File: src/hdl/srsw_pkg.sv
`timescale 1ns / 1ps
// ----------------------------------------------------------------------------
// srsw_pkg
// Shared types, codes and sizes for the selective-repeat sender window.
// ----------------------------------------------------------------------------
package srsw_pkg;

  localparam int WinMax     = 32;
  localparam int SlotW      = $clog2(WinMax);
  localparam int CntW       = $clog2(WinMax + 1);
  localparam int SeqW       = 32;
  localparam int LenW       = 11;
  localparam int MaxPayload = 1461;
  localparam int WinReset   = 8;

  // request codes
  typedef enum logic [1:0] {
    REQ_OFFER   = 2'd0,
    REQ_ACK     = 2'd1,
    REQ_TIMEOUT = 2'd2,
    REQ_NONE    = 2'd3
  } req_e;

  // result kinds
  typedef enum logic [1:0] {
    KIND_TX   = 2'd0,
    KIND_FULL = 2'd1,
    KIND_ACK  = 2'd2,
    KIND_IDLE = 2'd3
  } kind_e;

  // sequencer states
  typedef enum logic [2:0] {
    ST_IDLE,
    ST_OFFER,
    ST_MARK,
    ST_RELEASE,
    ST_SCAN,
    ST_EMIT
  } state_e;

  // one result word from the sequencer to the output register
  typedef struct packed {
    logic              valid;
    kind_e             kind;
    logic [SeqW-1:0]   seq;
    logic [SlotW-1:0]  slot;
    logic [LenW-1:0]   length;
    logic [CntW-1:0]   released;
    logic [CntW-1:0]   in_flight;
    logic              last;
  } result_t;

  // length memory access
  typedef struct packed {
    logic              we;
    logic [SlotW-1:0]  waddr;
    logic [LenW-1:0]   wdata;
    logic [SlotW-1:0]  raddr;
  } mem_req_t;

endpackage

File: src/hdl/srsw_len_mem.sv
`timescale 1ns / 1ps
// ----------------------------------------------------------------------------
// srsw_len_mem
// Segment length store, one entry per ring slot, registered read.
// ----------------------------------------------------------------------------
module srsw_len_mem (
  input  logic                       clk_i,
  input  srsw_pkg::mem_req_t         req_i,
  output logic [srsw_pkg::LenW-1:0]  rdata_o
);

  logic [srsw_pkg::LenW-1:0] mem [srsw_pkg::WinMax];
  logic [srsw_pkg::LenW-1:0] rdata_q;

  // write port
  always_ff @(posedge clk_i) begin
    if (req_i.we) begin
      mem[req_i.waddr] <= req_i.wdata;
    end
  end

  // read port, data registered from the address
  always_ff @(posedge clk_i) begin
    rdata_q <= mem[req_i.raddr];
  end

  assign rdata_o = rdata_q;

endmodule

File: src/hdl/srsw_ctrl.sv
`timescale 1ns / 1ps
// ----------------------------------------------------------------------------
// srsw_ctrl
// Window state and sequencer. One shared ring-step unit advances the tail,
// the head and the timeout scan pointer.
// ----------------------------------------------------------------------------
module srsw_ctrl (
  input  logic                       clk_i,
  input  logic                       rst_ni,
  // config word
  input  logic                       cfg_valid_i,
  output logic                       cfg_ready_o,
  input  logic [srsw_pkg::CntW-1:0]  cfg_window_i,
  // request word
  input  logic                       in_valid_i,
  output logic                       in_ready_o,
  input  logic [1:0]                 req_type_i,
  input  logic [srsw_pkg::LenW-1:0]  seg_length_i,
  input  logic [srsw_pkg::SeqW-1:0]  ack_seq_i,
  input  logic                       ack_good_i,
  // result word to output register
  input  logic                       out_free_i,
  output srsw_pkg::result_t          res_o,
  // length memory
  output srsw_pkg::mem_req_t         mem_o,
  input  logic [srsw_pkg::LenW-1:0]  mem_rdata_i
);

  localparam int SlotW = srsw_pkg::SlotW;
  localparam int CntW  = srsw_pkg::CntW;
  localparam int SeqW  = srsw_pkg::SeqW;
  localparam int LenW  = srsw_pkg::LenW;

  srsw_pkg::state_e state_q, state_d;

  logic [CntW-1:0]          win_q, win_d;
  logic [SeqW-1:0]          base_q, base_d;
  logic [SeqW-1:0]          next_q, next_d;
  logic [SlotW-1:0]         head_q, head_d;
  logic [SlotW-1:0]         tail_q, tail_d;
  logic [CntW-1:0]          occ_q, occ_d;
  logic [CntW-1:0]          unacked_q, unacked_d;
  logic [srsw_pkg::WinMax-1:0] acked_q, acked_d;
  logic [1:0]               req_q, req_d;
  logic [LenW-1:0]          len_q, len_d;
  logic [SeqW-1:0]          ack_seq_q, ack_seq_d;
  logic                     ack_good_q, ack_good_d;
  logic [CntW-1:0]          rel_q, rel_d;
  logic [SlotW-1:0]         scan_slot_q, scan_slot_d;
  logic [SeqW-1:0]          scan_seq_q, scan_seq_d;
  logic [CntW-1:0]          left_q, left_d;

  logic                     accept;
  logic [CntW-1:0]          cfg_win;
  logic [LenW-1:0]          len_sat;

  // clamp written window size to 1..WinMax
  always_comb begin
    if (cfg_window_i == '0) begin
      cfg_win = CntW'(1);
    end else if (cfg_window_i > CntW'(srsw_pkg::WinMax)) begin
      cfg_win = CntW'(srsw_pkg::WinMax);
    end else begin
      cfg_win = cfg_window_i;
    end
  end

  assign len_sat = (seg_length_i > LenW'(srsw_pkg::MaxPayload)) ?
                   LenW'(srsw_pkg::MaxPayload) : seg_length_i;

  // config has priority at idle
  assign cfg_ready_o = (state_q == srsw_pkg::ST_IDLE);
  assign in_ready_o  = (state_q == srsw_pkg::ST_IDLE) && !cfg_valid_i;
  assign accept      = in_valid_i && in_ready_o;

  // shared ring-step unit: slot + 1 modulo window
  logic [SlotW-1:0] ring_op, ring_nxt;
  logic [CntW-1:0]  ring_sum;

  always_comb begin
    unique case (state_q)
      srsw_pkg::ST_OFFER:   ring_op = tail_q;
      srsw_pkg::ST_RELEASE: ring_op = head_q;
      default:              ring_op = scan_slot_q;
    endcase
    ring_sum = {1'b0, ring_op} + CntW'(1);
    ring_nxt = (ring_sum == win_q) ? '0 : ring_sum[SlotW-1:0];
  end

  // ack position inside the window
  logic [SeqW-1:0]  ack_diff;
  logic             ack_in_win;
  logic [CntW:0]    mark_sum;
  logic [SlotW-1:0] mark_idx;

  always_comb begin
    ack_diff   = ack_seq_q - base_q;
    ack_in_win = ack_diff < {{(SeqW-CntW){1'b0}}, occ_q};
    mark_sum   = {2'b00, head_q} + {1'b0, ack_diff[CntW-1:0]};
    if (mark_sum >= {1'b0, win_q}) begin
      mark_sum = mark_sum - {1'b0, win_q};
    end
    mark_idx   = mark_sum[SlotW-1:0];
  end

  logic room;
  logic rel_step;
  assign room     = occ_q < win_q;
  assign rel_step = ack_good_q && (occ_q != '0) && acked_q[head_q];

  // next state
  always_comb begin
    state_d = state_q;
    unique case (state_q)
      srsw_pkg::ST_IDLE: begin
        if (accept) begin
          unique case (srsw_pkg::req_e'(req_type_i))
            srsw_pkg::REQ_OFFER:   state_d = srsw_pkg::ST_OFFER;
            srsw_pkg::REQ_ACK:     state_d = srsw_pkg::ST_MARK;
            srsw_pkg::REQ_TIMEOUT: state_d = srsw_pkg::ST_SCAN;
            default:               state_d = srsw_pkg::ST_IDLE;
          endcase
        end
      end
      srsw_pkg::ST_OFFER: begin
        if (out_free_i) state_d = srsw_pkg::ST_IDLE;
      end
      srsw_pkg::ST_MARK: begin
        state_d = srsw_pkg::ST_RELEASE;
      end
      srsw_pkg::ST_RELEASE: begin
        if (!rel_step && out_free_i) state_d = srsw_pkg::ST_IDLE;
      end
      srsw_pkg::ST_SCAN: begin
        if (left_q == '0) begin
          if (out_free_i) state_d = srsw_pkg::ST_IDLE;
        end else if (!acked_q[scan_slot_q]) begin
          state_d = srsw_pkg::ST_EMIT;
        end
      end
      srsw_pkg::ST_EMIT: begin
        if (out_free_i) begin
          state_d = (left_q == CntW'(1)) ? srsw_pkg::ST_IDLE : srsw_pkg::ST_SCAN;
        end
      end
      default: state_d = srsw_pkg::ST_IDLE;
    endcase
  end

  // datapath and outputs
  always_comb begin
    win_d       = win_q;
    base_d      = base_q;
    next_d      = next_q;
    head_d      = head_q;
    tail_d      = tail_q;
    occ_d       = occ_q;
    unacked_d   = unacked_q;
    acked_d     = acked_q;
    req_d       = req_q;
    len_d       = len_q;
    ack_seq_d   = ack_seq_q;
    ack_good_d  = ack_good_q;
    rel_d       = rel_q;
    scan_slot_d = scan_slot_q;
    scan_seq_d  = scan_seq_q;
    left_d      = left_q;

    res_o       = '0;
    res_o.kind  = srsw_pkg::KIND_TX;
    mem_o       = '0;
    mem_o.raddr = scan_slot_q;

    unique case (state_q)
      srsw_pkg::ST_IDLE: begin
        if (cfg_valid_i) begin
          // restart the window
          win_d     = cfg_win;
          base_d    = '0;
          next_d    = '0;
          head_d    = '0;
          tail_d    = SlotW'(cfg_win - CntW'(1));
          occ_d     = '0;
          unacked_d = '0;
          acked_d   = '0;
        end else if (accept) begin
          req_d       = req_type_i;
          len_d       = len_sat;
          ack_seq_d   = ack_seq_i;
          ack_good_d  = ack_good_i;
          rel_d       = '0;
          scan_slot_d = head_q;
          scan_seq_d  = base_q;
          left_d      = unacked_q;
        end
      end

      srsw_pkg::ST_OFFER: begin
        if (out_free_i) begin
          res_o.valid = 1'b1;
          res_o.last  = 1'b1;
          if (room) begin
            tail_d              = ring_nxt;
            acked_d[ring_nxt]   = 1'b0;
            occ_d               = occ_q + CntW'(1);
            unacked_d           = unacked_q + CntW'(1);
            next_d              = next_q + SeqW'(1);
            mem_o.we            = 1'b1;
            mem_o.waddr         = ring_nxt;
            mem_o.wdata         = len_q;
            res_o.kind          = srsw_pkg::KIND_TX;
            res_o.seq           = next_q;
            res_o.slot          = ring_nxt;
            res_o.length        = len_q;
            res_o.in_flight     = occ_q + CntW'(1);
          end else begin
            res_o.kind      = srsw_pkg::KIND_FULL;
            res_o.in_flight = occ_q;
          end
        end
      end

      srsw_pkg::ST_MARK: begin
        if (ack_good_q && ack_in_win && !acked_q[mark_idx]) begin
          acked_d[mark_idx] = 1'b1;
          unacked_d         = unacked_q - CntW'(1);
        end
      end

      srsw_pkg::ST_RELEASE: begin
        if (rel_step) begin
          acked_d[head_q] = 1'b0;
          head_d          = ring_nxt;
          base_d          = base_q + SeqW'(1);
          occ_d           = occ_q - CntW'(1);
          rel_d           = rel_q + CntW'(1);
        end else if (out_free_i) begin
          res_o.valid     = 1'b1;
          res_o.last      = 1'b1;
          res_o.kind      = srsw_pkg::KIND_ACK;
          res_o.released  = rel_q;
          res_o.in_flight = occ_q;
        end
      end

      srsw_pkg::ST_SCAN: begin
        if (left_q == '0) begin
          if (out_free_i) begin
            res_o.valid     = 1'b1;
            res_o.last      = 1'b1;
            res_o.kind      = srsw_pkg::KIND_IDLE;
            res_o.in_flight = occ_q;
          end
        end else if (acked_q[scan_slot_q]) begin
          scan_slot_d = ring_nxt;
          scan_seq_d  = scan_seq_q + SeqW'(1);
        end
      end

      srsw_pkg::ST_EMIT: begin
        if (out_free_i) begin
          res_o.valid     = 1'b1;
          res_o.last      = (left_q == CntW'(1));
          res_o.kind      = srsw_pkg::KIND_TX;
          res_o.seq       = scan_seq_q;
          res_o.slot      = scan_slot_q;
          res_o.length    = mem_rdata_i;
          res_o.in_flight = occ_q;
          left_d          = left_q - CntW'(1);
          scan_slot_d     = ring_nxt;
          scan_seq_d      = scan_seq_q + SeqW'(1);
        end
      end

      default: ;
    endcase
  end

  // control registers
  always_ff @(posedge clk_i or negedge rst_ni) begin
    if (!rst_ni) begin
      state_q   <= srsw_pkg::ST_IDLE;
      win_q     <= CntW'(srsw_pkg::WinReset);
      base_q    <= '0;
      next_q    <= '0;
      head_q    <= '0;
      tail_q    <= SlotW'(srsw_pkg::WinReset - 1);
      occ_q     <= '0;
      unacked_q <= '0;
      acked_q   <= '0;
      left_q    <= '0;
      rel_q     <= '0;
    end else begin
      state_q   <= state_d;
      win_q     <= win_d;
      base_q    <= base_d;
      next_q    <= next_d;
      head_q    <= head_d;
      tail_q    <= tail_d;
      occ_q     <= occ_d;
      unacked_q <= unacked_d;
      acked_q   <= acked_d;
      left_q    <= left_d;
      rel_q     <= rel_d;
    end
  end

  // request payload and scan pointers
  always_ff @(posedge clk_i) begin
    req_q       <= req_d;
    len_q       <= len_d;
    ack_seq_q   <= ack_seq_d;
    ack_good_q  <= ack_good_d;
    scan_slot_q <= scan_slot_d;
    scan_seq_q  <= scan_seq_d;
  end

  // the latched request type must match the state on the offer path
  a_req_path: assert property (@(posedge clk_i) disable iff (!rst_ni)
    (state_q == srsw_pkg::ST_OFFER) |-> (req_q == srsw_pkg::REQ_OFFER))
    else $error("offer path entered for another request type");

  a_occ_bound: assert property (@(posedge clk_i) disable iff (!rst_ni)
    occ_q <= win_q)
    else $error("occupancy above window size");

  a_unacked_bound: assert property (@(posedge clk_i) disable iff (!rst_ni)
    unacked_q <= occ_q)
    else $error("unacked count above occupancy");

  a_emit_unacked: assert property (@(posedge clk_i) disable iff (!rst_ni)
    (state_q == srsw_pkg::ST_EMIT) |-> !acked_q[scan_slot_q])
    else $error("resend of an acked slot");

endmodule

File: src/hdl/selective_repeat_sender_window.sv
`timescale 1ns / 1ps
// Flow: an offer passes through the offer state, a timeout with nothing
//   pending through the scan state, an ack through the mark and release states.
//   Each word then enters the output register. A new request is taken only in
//   the idle state, once the last word of the previous one is handed on. A resend
//   burst walks the in-flight slots in turn through the shared ring-step unit.
// Reset: window size 8, empty window, acked map cleared at once; no clearing
//   pass, length store contents undefined until written.
// ----------------------------------------------------------------------------
// selective_repeat_sender_window
// Sender window of a selective-repeat transport: offers, acks and timeouts in,
// transmit commands and status words out through an output register.
// ----------------------------------------------------------------------------
module selective_repeat_sender_window (
  input  logic                       clk_i,
  input  logic                       rst_ni,
  // config word
  input  logic                       cfg_valid_i,
  output logic                       cfg_ready_o,
  input  logic [srsw_pkg::CntW-1:0]  window_size_i,
  // request word
  input  logic                       in_valid_i,
  output logic                       in_ready_o,
  input  logic [1:0]                 req_type_i,
  input  logic [srsw_pkg::LenW-1:0]  seg_length_i,
  input  logic [srsw_pkg::SeqW-1:0]  ack_seq_i,
  input  logic                       ack_good_i,
  // result word
  output logic                       out_valid_o,
  input  logic                       out_ready_i,
  output logic [1:0]                 out_kind_o,
  output logic [srsw_pkg::SeqW-1:0]  tx_seq_o,
  output logic [srsw_pkg::SlotW-1:0] tx_slot_o,
  output logic [srsw_pkg::LenW-1:0]  tx_length_o,
  output logic [srsw_pkg::CntW-1:0]  released_o,
  output logic [srsw_pkg::CntW-1:0]  in_flight_o,
  output logic                       last_o
);

  srsw_pkg::result_t          res;
  srsw_pkg::result_t          out_q;
  srsw_pkg::mem_req_t         mem_req;
  logic [srsw_pkg::LenW-1:0]  mem_rdata;
  logic                       out_valid_q;
  logic                       out_free;

  // output register can take a word when empty or being drained
  assign out_free = !out_valid_q || out_ready_i;

  srsw_ctrl u_ctrl (
    .clk_i        (clk_i),
    .rst_ni       (rst_ni),
    .cfg_valid_i  (cfg_valid_i),
    .cfg_ready_o  (cfg_ready_o),
    .cfg_window_i (window_size_i),
    .in_valid_i   (in_valid_i),
    .in_ready_o   (in_ready_o),
    .req_type_i   (req_type_i),
    .seg_length_i (seg_length_i),
    .ack_seq_i    (ack_seq_i),
    .ack_good_i   (ack_good_i),
    .out_free_i   (out_free),
    .res_o        (res),
    .mem_o        (mem_req),
    .mem_rdata_i  (mem_rdata)
  );

  srsw_len_mem u_len_mem (
    .clk_i   (clk_i),
    .req_i   (mem_req),
    .rdata_o (mem_rdata)
  );

  // output valid
  always_ff @(posedge clk_i or negedge rst_ni) begin
    if (!rst_ni) begin
      out_valid_q <= 1'b0;
    end else if (res.valid) begin
      out_valid_q <= 1'b1;
    end else if (out_ready_i) begin
      out_valid_q <= 1'b0;
    end
  end

  // output payload
  always_ff @(posedge clk_i) begin
    if (res.valid) begin
      out_q <= res;
    end
  end

  assign out_valid_o = out_valid_q;
  assign out_kind_o  = out_q.kind;
  assign tx_seq_o    = out_q.seq;
  assign tx_slot_o   = out_q.slot;
  assign tx_length_o = out_q.length;
  assign released_o  = out_q.released;
  assign in_flight_o = out_q.in_flight;
  assign last_o      = out_q.last;

endmodule

File: config.mk
export PLATFORM = sky130hd
export DESIGN_NAME = selective_repeat_sender_window
export DESIGN_NICKNAME = d
export VERILOG_FILES = /design/src/hdl/srsw_pkg.sv /design/src/hdl/srsw_len_mem.sv /design/src/hdl/srsw_ctrl.sv /design/src/hdl/selective_repeat_sender_window.sv
export SDC_FILE = /design/constraint.sdc
export NUM_CORES = 1
export LEC_CHECK = 0
export BUFFER_PORTS_ARGS = -buffer_cell sky130_fd_sc_hd__buf_2
export CAP_MARGIN = 30
export CORE_UTILIZATION = 55
export CTS_BUF_LIST = sky130_fd_sc_hd__clkbuf_16
export CTS_CLUSTER_SIZE = 28
export DETAILED_ROUTE_END_ITERATION = 12
export GPL_ROUTABILITY_DRIVEN = 0
export PLACE_DENSITY_LB_ADDON = 0.3
export SLEW_MARGIN = 5
export SYNTH_ARGS = -nofsm -noshare
export SYNTH_HDL_FRONTEND = slang
export SYNTH_SLANG_ARGS = --single-unit
export TNS_END_PERCENT = 1
File: constraint.sdc
create_clock -name clk_i -period 17.4 [get_ports clk_i]
set_input_delay 3.48 -clock clk_i [delete_from_list [all_inputs] [get_ports clk_i]]
set_output_delay 3.48 -clock clk_i [all_outputs]
set_load 0.005 [all_outputs]
; Word level (Yosys, flattened, before mapping)
; Memories as Yosys holds them, arrays and structs flattened. A register that Yosys moved wholly into a read port is not among the register bits.
; Cells that the tools add are included.
; W data, S select, Z words.
[totals]
regBits = 284
ramBits = 352
mem_count = 1
[mem_list]
columns = memory, depth, word_bits, rd, rd_ports_with_merged_regs, wr, line_no
row1 = u_len_mem.mem, 32, 11, 1, 1, 1, srsw_len_mem.sv:12  ; logic [srsw_pkg::LenW-1:0] mem [srsw_pkg::WinMax];
[classes]
addsub = 14
order_cmp = 12
eq_ne = 21
muxes = 97
n_bitwise = 8
reduce_logical = 40
[op_table]
columns = operator, count
row1 = $mux W32, 13
row2 = $pmux W32 S2, 2
row3 = $pmux W32 S4, 1
row4 = $mux W51, 2
row5 = $add A32 B1 Y32 const B, 3
row6 = $pmux W32 S3, 1
row7 = $pmux W48 S2, 1
row8 = $mux W6, 15
row9 = $and A32 B32 Y32, 2
row10 = $not A32 Y32, 2
row11 = $mux W5, 12
row12 = $mux W17, 3
row13 = $mux W48, 1
row14 = $mux W7, 6
row15 = $pmux W6 S3, 2
row16 = $mux W3, 11
row17 = $lt A32 B6 Y1, 1
row18 = $or A32 B32 Y32, 1
row19 = $sub A32 B32 Y32, 1
row20 = $pmux W5 S2, 3
row21 = $pmux W7 S4, 1
row22 = $lt A5 B6 Y1 const B, 4
row23 = $pmux W6 S2, 2
row24 = $reduce_and A4 Y1, 5
row25 = other kinds (44), 97

; Logic depth before layout (Yosys ltp)
[depth]
ltp_word = 14
mapped_depth = 24

; Cells and area by module
; Synthesis repeated with hierarchy kept, for this count alone.
[hier_totals]
hier_cells = 2756
hier_area_um2 = 32593.8
[by_module_without_submodules]
columns = module, n_inst, cells_per_inst, area_each_um2, seq_area_each_um2
row1 = srsw_ctrl, 1, 1889, 16454.5, 5915.7
row2 = srsw_len_mem, 1, 801, 14199.9, 10790.3
row3 = selective_repeat_sender_window, 1, 66, 1939.4, 1916.8

; Worst setup path after synthesis
; OpenSTA, ideal clock, no wires.
[synth_timing]
path_kind = input to output
startpoint = input cfg_valid_i
endpoint = output in_ready_o
arrival_ns = 3.893
path_slack_ns = 10.027
stages = 1
n_path_buf = 0
path_cell_list = nor4_1
[synth_between]
elab_chain_len = 2
[synth_lines]
columns = element, line_no
row1 = "start, declared", selective_repeat_sender_window.sv:18  ; input logic cfg_valid_i,
row2 = $logic_not A1 Y1, srsw_ctrl.sv:73  ; assign in_ready_o = (state_q == srsw_pkg::ST_IDLE) && !cfg_valid_i;
row3 = $logic_and A1 B1 Y1, srsw_ctrl.sv:73
row4 = "end, declared", selective_repeat_sender_window.sv:23  ; output logic in_ready_o,
; No other way between the ends.

; Worst setup path after layout
; Ends and elaborated chain as after synthesis.

==> flow_summary_export.csv <==
group,metric,value,unit
flow_run,maxCapViolations,0,
timing,setup_viol_count_final,0,
power,power_density,143,nW/um^2
placed_design,dpl.hpwl,58.5,mm
floorplanning,die_w,244,um
power,seq_power_share,39.9,%
floorplanning,die_h,244,um
floorplanning,initial_core_util,55.7,%
synth,netlist.top_cell.by_area,"edfxtp_1",
setup_path,critPathKind,"primary input to primary output",
synth,ys_seq_elements,647,
synth,yosys_warnings,0,
setup_path,startpoint,"cfg_valid_i",
synth,synth_cell_type_count,95,
floorplanning,top_level_ports,123,
synth,synth_commonest_cells,"496 x edfxtp_1, 221 x nand2_1, 190 x nor2_1",
detailed_routing,drt_wl_total,86.2,mm
timing,fin_ws,9.42,ns
clocking,cts_hold_buf,0,
global_routing,antenna_found_initial,4,
detailed_routing,first_pass_iters,7,
synth,syn_area,32200,um^2
detailed_routing,antenna_left,0,
synth,ys_async_sr_fraction,21.6,%
power,swShare,36.4,%
power,clockPowerShare,27.5,%
final_layout,final_nets,2749,
floorplanning,die_area,59500,um^2
synth,synth_area_leaders,"edfxtp_1 46%, dfrtp_1 11%, mux4_2 10%, ha_1 2.6%, nand2_1 2.6%",
global_routing,grt_use_total,28.9,%
clocking,post_cts_resized,0,
synth,synth_area_per_cell,13.0,um^2
clocking,clkTransAtPathRegs,0.06,ns
floorplanning,placementRows,88,
detailed_routing,vias,22600,
final_layout,drive_above_1_share,18.1,%
clocking,cts_setup_buffers,0,
placed_design,port_buffers,122,
power,internal-power,0.00329,W
timing,relSlewSlack,24.0,%
timing,clock.fmax,125,MHz
detailed_routing,wl_per_cell,25.0,um
setup_path,crit_required,13.92,ns
detailed_routing,drc,0,
clocking,cts_buffer_depth,3,
timing,final_max_slew_viol_count,0,
hold_path,holdCritPathClass,"flip-flop to flip-flop",
placed_design,post-place-ws,9.47,ns
power,p_leak,13.3,nW
detailed_routing,drtIter0Drc,2764,
power,power_switching,0.00188,W
synth,synthFlopType,"edfxtp_1",
setup_path,worstPathArrival,4.50,ns
setup_path,cp_max_fo,5,
synth,synth.most_common_cell,"edfxtp_1",
timing,clock_skew,0.0551,ns
timing,rsz0062_at_grt,"no",
timing,min_period,7.98,ns
final_layout,area_delta_synth_final,12.5,%
timing,tightest_slew,1.13,ns
global_routing,grt_pass1_wl,131,mm
clocking,cts_root_buffer,"clkbuf_16",
synth,seq_area_frac_synth,57.9,%
clocking,cts_tree,"done",
global_routing,grt_max_degree,76,
timing,hold_viol,0,
setup_path,end_kind,"primary output",
clocking,cts_buffers,69,
synth,synthCells,2485,
hold_path,hp-start,"u_ctrl.tail_q[2]$_DFFE_PN1P_",
synth,synth_nets,2614,
power,pwr-share-comb,32.7,%
floorplanning,core_area,57800,um^2
clocking,clock-sinks,647,
global_routing,grt_pass1_vias,21800,
setup_path,startpoint_type,"primary input",
global_routing,overflow,0,
synth,synth-edff-count,496,
timing,final.setup.tns,0,ns
outcome,status,"finished clean",
timing,period_share,45.9,%
clocking,insertion_delay,0.64,ns
clocking,cts_max_level,3,
power,ir_worst_vdd,0.0817,mV
synth,yosysTopAreaCellShare,46.3,%
detailed_routing,viasPerCell,6.57,
setup_path,r2r-start,"u_ctrl.base_q[0]$_DFFE_PN0P_",
sequential cells by signal, summed over array words and instances, names as in the netlist, 6 cells and up:
signal             count
u_len_mem.mem        352
tx_seq_o              32
u_ctrl.ack_seq_q      32
u_ctrl.acked_q        32
u_ctrl.base_q         32
u_ctrl.next_q         32
u_ctrl.scan_seq_q     32
tx_length_o           11
u_ctrl.len_q          11
u_len_mem.rdata_o     11
in_flight_o            6
released_o             6
u_ctrl.left_q          6
u_ctrl.occ_q           6
u_ctrl.rel_q           6
u_ctrl.unacked_q       6
u_ctrl.win_q           6
power by group through the flow:
stage	sequential, W	combinational [W]	clock [W]
after floorplan	0.00203	0.00110	0
after global placement	0.00208	0.00153	0
after detailed placement	0.00209	0.00160	0
after CTS	0.00206	0.00161	0.00144
after global routing	0.00207	0.00179	0.00149
final	0.00206	0.00169	0.00142
through the flow:
step           total power (W)  util (%)  hold slack [ns]  area [um^2]  instances
2_1_floorplan          0.00313         -            0.449        32200       2485
3_3_place_gp           0.00361      57.9            0.459        33500       3273
3_5_place_dp           0.00368      58.4            0.481        33800       3298
4_1_cts                0.00511      62.2            0.490        36000       3426
5_1_grt                0.00536      62.6            0.512        36200       3442
6_report               0.00517      62.7            0.489        36200       3445
logic make-up (layout without fill, tap and decap cells):
family                   after synthesis  in the layout  share of synthesized area, %
AO/OA/AOI/OAI                        500            500                          10.5
XOR/XNOR                             128            128                          3.61
adder cells (fa/ha/maj)               72             72                          2.89
buffers and inverters                221            413                          2.73
flip-flops                           647            647                          57.9
multiplexers                         186            186                          11.5
other                                  0              3                             0
AND/OR/NAND/NOR                      731            731                          10.9
placed cells by master (no fill, tap or decap), types with 34 or more instances in the layout:
cell type  instances
nor2_1           188
a21o_1            40
mux4_2           144
o21ai_0          136
and3_1            36
inv_1            109
dfrtp_1          136
nor3_1            34
buf_4             46
clkbuf_16         70
xnor2_1           62
xor2_1            63
edfxtp_1         496
buf_2            122
ha_1              68
a21oi_1           76
nand2_1          221
nand3_1           71
worst max-delay path, cell delays in order:
cell	delay [ns]
buf_2	0.12
nor4_1	0.65
buf_2	0.24
path summary, 6_finish.rpt:
| path | to | slack [ns] | cells after the start |
|---|---|---|---|
| worst max-delay path | in_ready_o | 9.42 | 3 |
| min in group asynchronous | u_ctrl.next_q[29]$_DFFE_PN0P_ | 2.85 | 1 |
| worst max register to register | u_ctrl.acked_q[10]$_DFFE_PN0P_ | 10.06 | 21 |
| max in group asynchronous | u_ctrl.tail_q[2]$_DFFE_PN1P_ | 13.26 | 3 |
| worst min register to register | u_ctrl.tail_q[2]$_DFFE_PN1P_ | 0.49 | 2 |
| worst min-delay path | u_ctrl.tail_q[2]$_DFFE_PN1P_ | 0.49 | 2 |
layout make-up:
type	instances	area (um^2)
Antenna cell	3	7.51
Tap cell	765	957
Clock inverter	59	463
Clock buffer	69	1730
Sequential cell	647	18600
Multi-Input combinational cell	1617	12700
Fill cell	4177	21600
Timing Repair Buffer	195	1380
Inverter	90	338
metal layers:
metal | vias to the layer above | part of all wire (%) | global-route usage [%]
met4 | 2 | 3.4 | 9.67
met1 | 11200 | 40 | 40.5
met2 | 1371 | 46 | 44.3
li1 | 9773 | - | -
met5 | - | 0.015 | 0
met3 | 255 | 11 | 7.18
(Power assumes the default switching activity.)
